==> src/design/fhmd_pkg.sv <==
package fhmd_pkg;

    // Sizes of the slot store and the counters.
    localparam int MESH_SLOTS = 64;
    localparam int COUNT_BITS = 32;
    localparam int ADDR_W     = (MESH_SLOTS > 1) ? $clog2(MESH_SLOTS) : 1;

    // Fixed field widths of the items.
    localparam int SLOT_W     = 6;
    localparam int WORD_W     = 32;
    localparam int HASH_W     = 64;
    localparam int OUT_CNT_W  = 32;
    localparam int BYTES      = WORD_W / 8;
    localparam int BYTE_CNT_W = $clog2(BYTES);

    // Offset basis of the running hash (not the standard FNV-1a 64-bit basis).
    localparam logic [HASH_W-1:0] FNV_BASIS = 64'd1469598103934665603;

    typedef logic [COUNT_BITS-1:0] t_cnt;
    typedef logic [ADDR_W-1:0]     t_addr;

    localparam t_cnt CNT_MAX = '1;

    // One input item.
    typedef struct packed {
        logic [SLOT_W-1:0] mesh_slot;
        logic [WORD_W-1:0] word;
        logic              has_word;
        logic              last_word;
    } t_in_item;

    // One result item.
    typedef struct packed {
        logic                 moved;
        logic [OUT_CNT_W-1:0] frames_written;
        logic [OUT_CNT_W-1:0] frames_moved;
        logic                 frozen;
        logic [HASH_W-1:0]    frame_hash;
    } t_out_item;

    // One entry of the per-slot store.
    typedef struct packed {
        logic [HASH_W-1:0] last_hash;
        t_cnt              written;
        t_cnt              moved;
    } t_slot_entry;

    // Control from the sequencer to the hash core.
    typedef struct packed {
        logic              start;
        logic              restart;
        logic [WORD_W-1:0] word;
    } t_hash_ctl;

    // Status from the hash core to the sequencer.
    typedef struct packed {
        logic busy;
        logic last_step;
    } t_hash_sts;

    // One FNV-1a byte step. The prime is 2^40 + 0x1b3, so the product is a
    // sum of shifted copies of the xored hash.
    function automatic logic [HASH_W-1:0] fnv_step(input logic [HASH_W-1:0] h,
                                                  input logic [7:0] b);
        logic [HASH_W-1:0] x;
        x = h ^ {{(HASH_W-8){1'b0}}, b};
        fnv_step = (x << 40) + (x << 8) + (x << 7) + (x << 5) + (x << 4)
                 + (x << 1) + x;
    endfunction

    // Counter increment that stops at the maximum value.
    function automatic t_cnt sat_inc(input t_cnt c);
        sat_inc = (c == CNT_MAX) ? c : c + t_cnt'(1);
    endfunction

    // Clamp a counter to the width of the result fields.
    function automatic logic [OUT_CNT_W-1:0] clamp_out(input t_cnt c);
        logic over;
        over = (COUNT_BITS > OUT_CNT_W) && (c > t_cnt'({OUT_CNT_W{1'b1}}));
        clamp_out = over ? {OUT_CNT_W{1'b1}} : OUT_CNT_W'(c);
    endfunction

endpackage

==> src/design/fhmd_hash_core.sv <==
module fhmd_hash_core (
    input  logic                                  i_clk,
    input  logic                                  i_rst_n,
    input  fhmd_pkg::t_hash_ctl                   i_ctl,
    output fhmd_pkg::t_hash_sts                   o_sts,
    output logic [fhmd_pkg::HASH_W-1:0]           o_hash
);

    logic [fhmd_pkg::HASH_W-1:0]     r_hash;
    logic [fhmd_pkg::WORD_W-1:0]     r_word;
    logic [fhmd_pkg::BYTE_CNT_W-1:0] r_cnt;
    logic                            r_busy;
    logic                            last_step;

    assign last_step = r_busy && (r_cnt == fhmd_pkg::BYTE_CNT_W'(fhmd_pkg::BYTES - 1));

    // Running hash and byte sequencing: one byte is folded in per cycle.
    always_ff @(posedge i_clk) begin
        if (!i_rst_n) begin
            r_hash <= fhmd_pkg::FNV_BASIS;
            r_busy <= 1'b0;
            r_cnt  <= '0;
        end else begin
            if (i_ctl.restart) begin
                r_hash <= fhmd_pkg::FNV_BASIS;
            end else if (r_busy) begin
                r_hash <= fhmd_pkg::fnv_step(r_hash, r_word[7:0]);
            end
            if (i_ctl.start) begin
                r_busy <= 1'b1;
                r_cnt  <= '0;
            end else if (r_busy) begin
                r_cnt <= r_cnt + fhmd_pkg::BYTE_CNT_W'(1);
                if (last_step) begin
                    r_busy <= 1'b0;
                end
            end
        end
    end

    // The word shifts down so that the next byte is always at the bottom.
    always_ff @(posedge i_clk) begin
        if (i_ctl.start) begin
            r_word <= i_ctl.word;
        end else if (r_busy) begin
            r_word <= r_word >> 8;
        end
    end

    assign o_sts.busy      = r_busy;
    assign o_sts.last_step = last_step;
    assign o_hash          = r_hash;

endmodule

==> config.mk <==
export PLATFORM = sky130hd
export DESIGN_NAME = fhmd_hash_core
export DESIGN_NICKNAME = d
export VERILOG_FILES = /design/src/design/fhmd_pkg.sv /design/src/design/fhmd_hash_core.sv
export SDC_FILE = /design/constraint.sdc
export NUM_CORES = 1
export LEC_CHECK = 0
export ABC_AREA = 1
export BUFFER_PORTS_ARGS = -buffer_cell sky130_fd_sc_hd__buf_2
export CAP_MARGIN = 20
export CORE_ASPECT_RATIO = 0.8
export CORE_UTILIZATION = 45
export CTS_CLUSTER_DIAMETER = 150
export CTS_CLUSTER_SIZE = 14
export DETAILED_ROUTE_END_ITERATION = 16
export GPL_TIMING_DRIVEN = 1
export PLACE_DENSITY = 0.64
export RECOVER_POWER = 25
export SLEW_MARGIN = 10
export SYNTH_ARGS = -nofsm -noshare
export SYNTH_HDL_FRONTEND = slang
export SYNTH_SLANG_ARGS = --single-unit
==> constraint.sdc <==
create_clock -name i_clk -period 8.4 [get_ports i_clk]
set_input_delay 0.84 -clock i_clk [delete_from_list [all_inputs] [get_ports i_clk]]
set_output_delay 0.84 -clock i_clk [all_outputs]
set_load 0.01 [all_outputs]
==> results.ini <==
[synthesis]
synth_top_area_cell=fa_1
synthArstFlopShare_pct=0
synth_area_leaders=fa_1 30%, inv_1 16%, nand2_1 15%
ys.flop_type=dfxtp_1
yosysWarnings=0
ys_seq_area_share_pct=14.1
synth_cell_type_count=40
postSynthCellCount=2296
synth-edff-count=32
synth_top_cell_area_share_pct=30.0
netlist_area_sq_mm=0.0163
synth_nets=2688
avgSynthCellArea_sq_um=7.12
synth_seq_cells=99

[hold_path]
hold_path_class=register to register

[routing]
drc=0
drtIter0Drc=940
wire_per_inst_um=18.5
vias_per_cell=4.85
wirelength_um=53000
ant_nets=0
dr_total_vias=13900
first_pass_iters=5

[clocking]
clockBufferDepth=2
cts_made_buffers=9
cts_tree=yes
cts.repair.resized=0
numClockSinks=99
htreeDepth=3
clk_latency_ns=0.40
hold_buffers=0
cts.clk_slew.worst_paths_ns=0.08
post_cts_buffers=0
cts_root_buffer=clkbuf_16

[place]
gp_congestion=0.980
port_buffers=101
dpl.hpwl_um=45300
dp_cells=2853

[setup_path]
crit_slowest_cell=xor2_1
critPathTopFamily=adder cells
arrival_ns=5.69
cp.buffers_inverters=3
worstSetupEndpointType=register
cp-start-kind=register
crit_type=register to register
timing.critical_path.mode_cell=nand2_1
critPathRequiredTime_ns=8.70
path_max_fanout=5
cpPeakStageDelay_ns=0.67
path_cells=xor2_1, inv_1, fa_1, inv_1, fa_1, fa_1, ha_1, ha_1, nand2_1, nor2_1, nand3_1, nand2_1, nand2_1, nand2_1, nand2_1, nand4_1, nand3_1, nand2_1, inv_1

[run]
drv_cap=0

[timing]
finalHoldViolations=0
setup_viol=0
fin_skew_ns=0.0160
layout_min_cycle_time_ns=5.39
drv_slew=0
rsz0062_at_grt=no
finalSetupTns_ns=0
max_slew.worst_pin.slew_ns=1.38
fmax_mhz=185
min_period_over_period_pct=64.2
slew_headroom_pct=8.25

[global_route]
antenna_found_initial=0
grt_overflow=0
grt_max_degree=76
grt_pass1_vias=13800
grt_use_total_pct=29.9
grt_pass1_wl_um=81600

[cells_and_area]
fin_nets=2776
drive_gt1_share_pct=5.94
nFillCells=3746
seqCellArea_sq_mm=0.00230
stdcell_count=2870
syn_to_final_growth_pct=7.82
multi_input_area_sq_mm=0.0113

[floorplan]
coreArea_sq_mm=0.0358
dieArea_sq_mm=0.0371
die_h_um=172
rows=62
die_w_um=215
io_pins=102
initial_core_util_pct=45.6

[outcome]
status=finished, final reports clean

area by class of cell:
class	instances	area share (%)
multi-input cells	1463	64.0
clock buffers	9	1.28
clock inverters	7	0.355
diodes	1	0.0142
repair buffers	106	2.84
flip-flops and latches	99	13.1
well taps	480	3.41
inverters	705	15.0
registers in the layout, summed over array words and instances, names as in the netlist:
signal  count
o_hash     64
r_busy      1
r_cnt       2
r_word     32
worst min-delay path, stage by stage (launching register included):
cell and delay (ns):
dfxtp_1 0.32, nand2_1 0.07, a21oi_1 0.06
cells in the final DEF (no fill, tap or decap), drive strengths merged, types with 18 or more instances in the layout:
master,Yosys,layout
inv,703,707
nand2,660,660
fa,245,245
nor2,113,113
ha,111,111
a21oi,103,103
nand3,84,84
buf,5,72
dfxtp,67,67
clkbuf,24,43
o21ai,40,40
edfxtp,32,32
xor2,21,21
nand4,18,18
through the flow:
stage               hold slack (ns)  instance area (sq um)  util, %  setup slack, ns
global placement              0.452                  17400     48.5             3.01
detailed placement            0.472                  17400     48.5             3.07
CTS                           0.484                  17700     49.3             3.07
global route                  0.508                  17600     49.2             2.78
finish                        0.482                  17600     49.2             3.01
floorplan                     0.442                  16300        -             4.21
kinds of logic after synthesis:
logic type      after synthesis  share of synthesized area, %
xor+xnor                     34                          1.87
flops                        99                          14.1
compound gates              169                          5.60
simple gates                904                          23.0
buf+inv                     734                          16.9
fa+ha+maj                   356                          38.5
per-layer routing:
layer | part of all wire (%) | track usage (%)
met3 | 4.4 | 3.50
met5 | 0 | 0
met2 | 44 | 46.7
met1 | 50 | 44.4
met4 | 1.5 | 6.04
Yosys cell counts (3+ instances only):
cell type,number
inv_2,8
nor3_2,3
inv_1,695
ha_1,111
xor2_1,21
dfxtp_1,67
nand4_1,18
nand3_2,6
nor2_1,92
buf_1,3
or2_1,3
o21bai_1,13
clkbuf_1,24
and2_1,3
nand3b_1,4
xnor2_1,12
a21oi_1,102
nor3_1,6
nand2_1,651
o21ai_0,30
o211ai_1,11
fa_1,245
nor2_2,19
nor4_1,3
nand3_1,78
edfxtp_1,32
o21ai_1,10
nand2_2,9
final timing paths:
| path | startpoint | slack (ns) | endpoint | cells after the start |
|---|---|---|---|---|
| max reg2reg | o_hash[3]$_SDFFE_PP0P_ | 3.01 | o_hash[49]$_SDFFE_PP0P_ | 19 |
| min reg2reg | r_cnt[1]$_SDFFE_PP0P_ | 0.48 | r_cnt[1]$_SDFFE_PP0P_ | 2 |
| min | r_cnt[1]$_SDFFE_PP0P_ | 0.48 | r_cnt[1]$_SDFFE_PP0P_ | 2 |
| max | o_hash[3]$_SDFFE_PP0P_ | 3.01 | o_hash[49]$_SDFFE_PP0P_ | 19 |
Power is not shown: default switching activity piles up to over one toggle a cycle in this logic, so the estimate is an artifact.
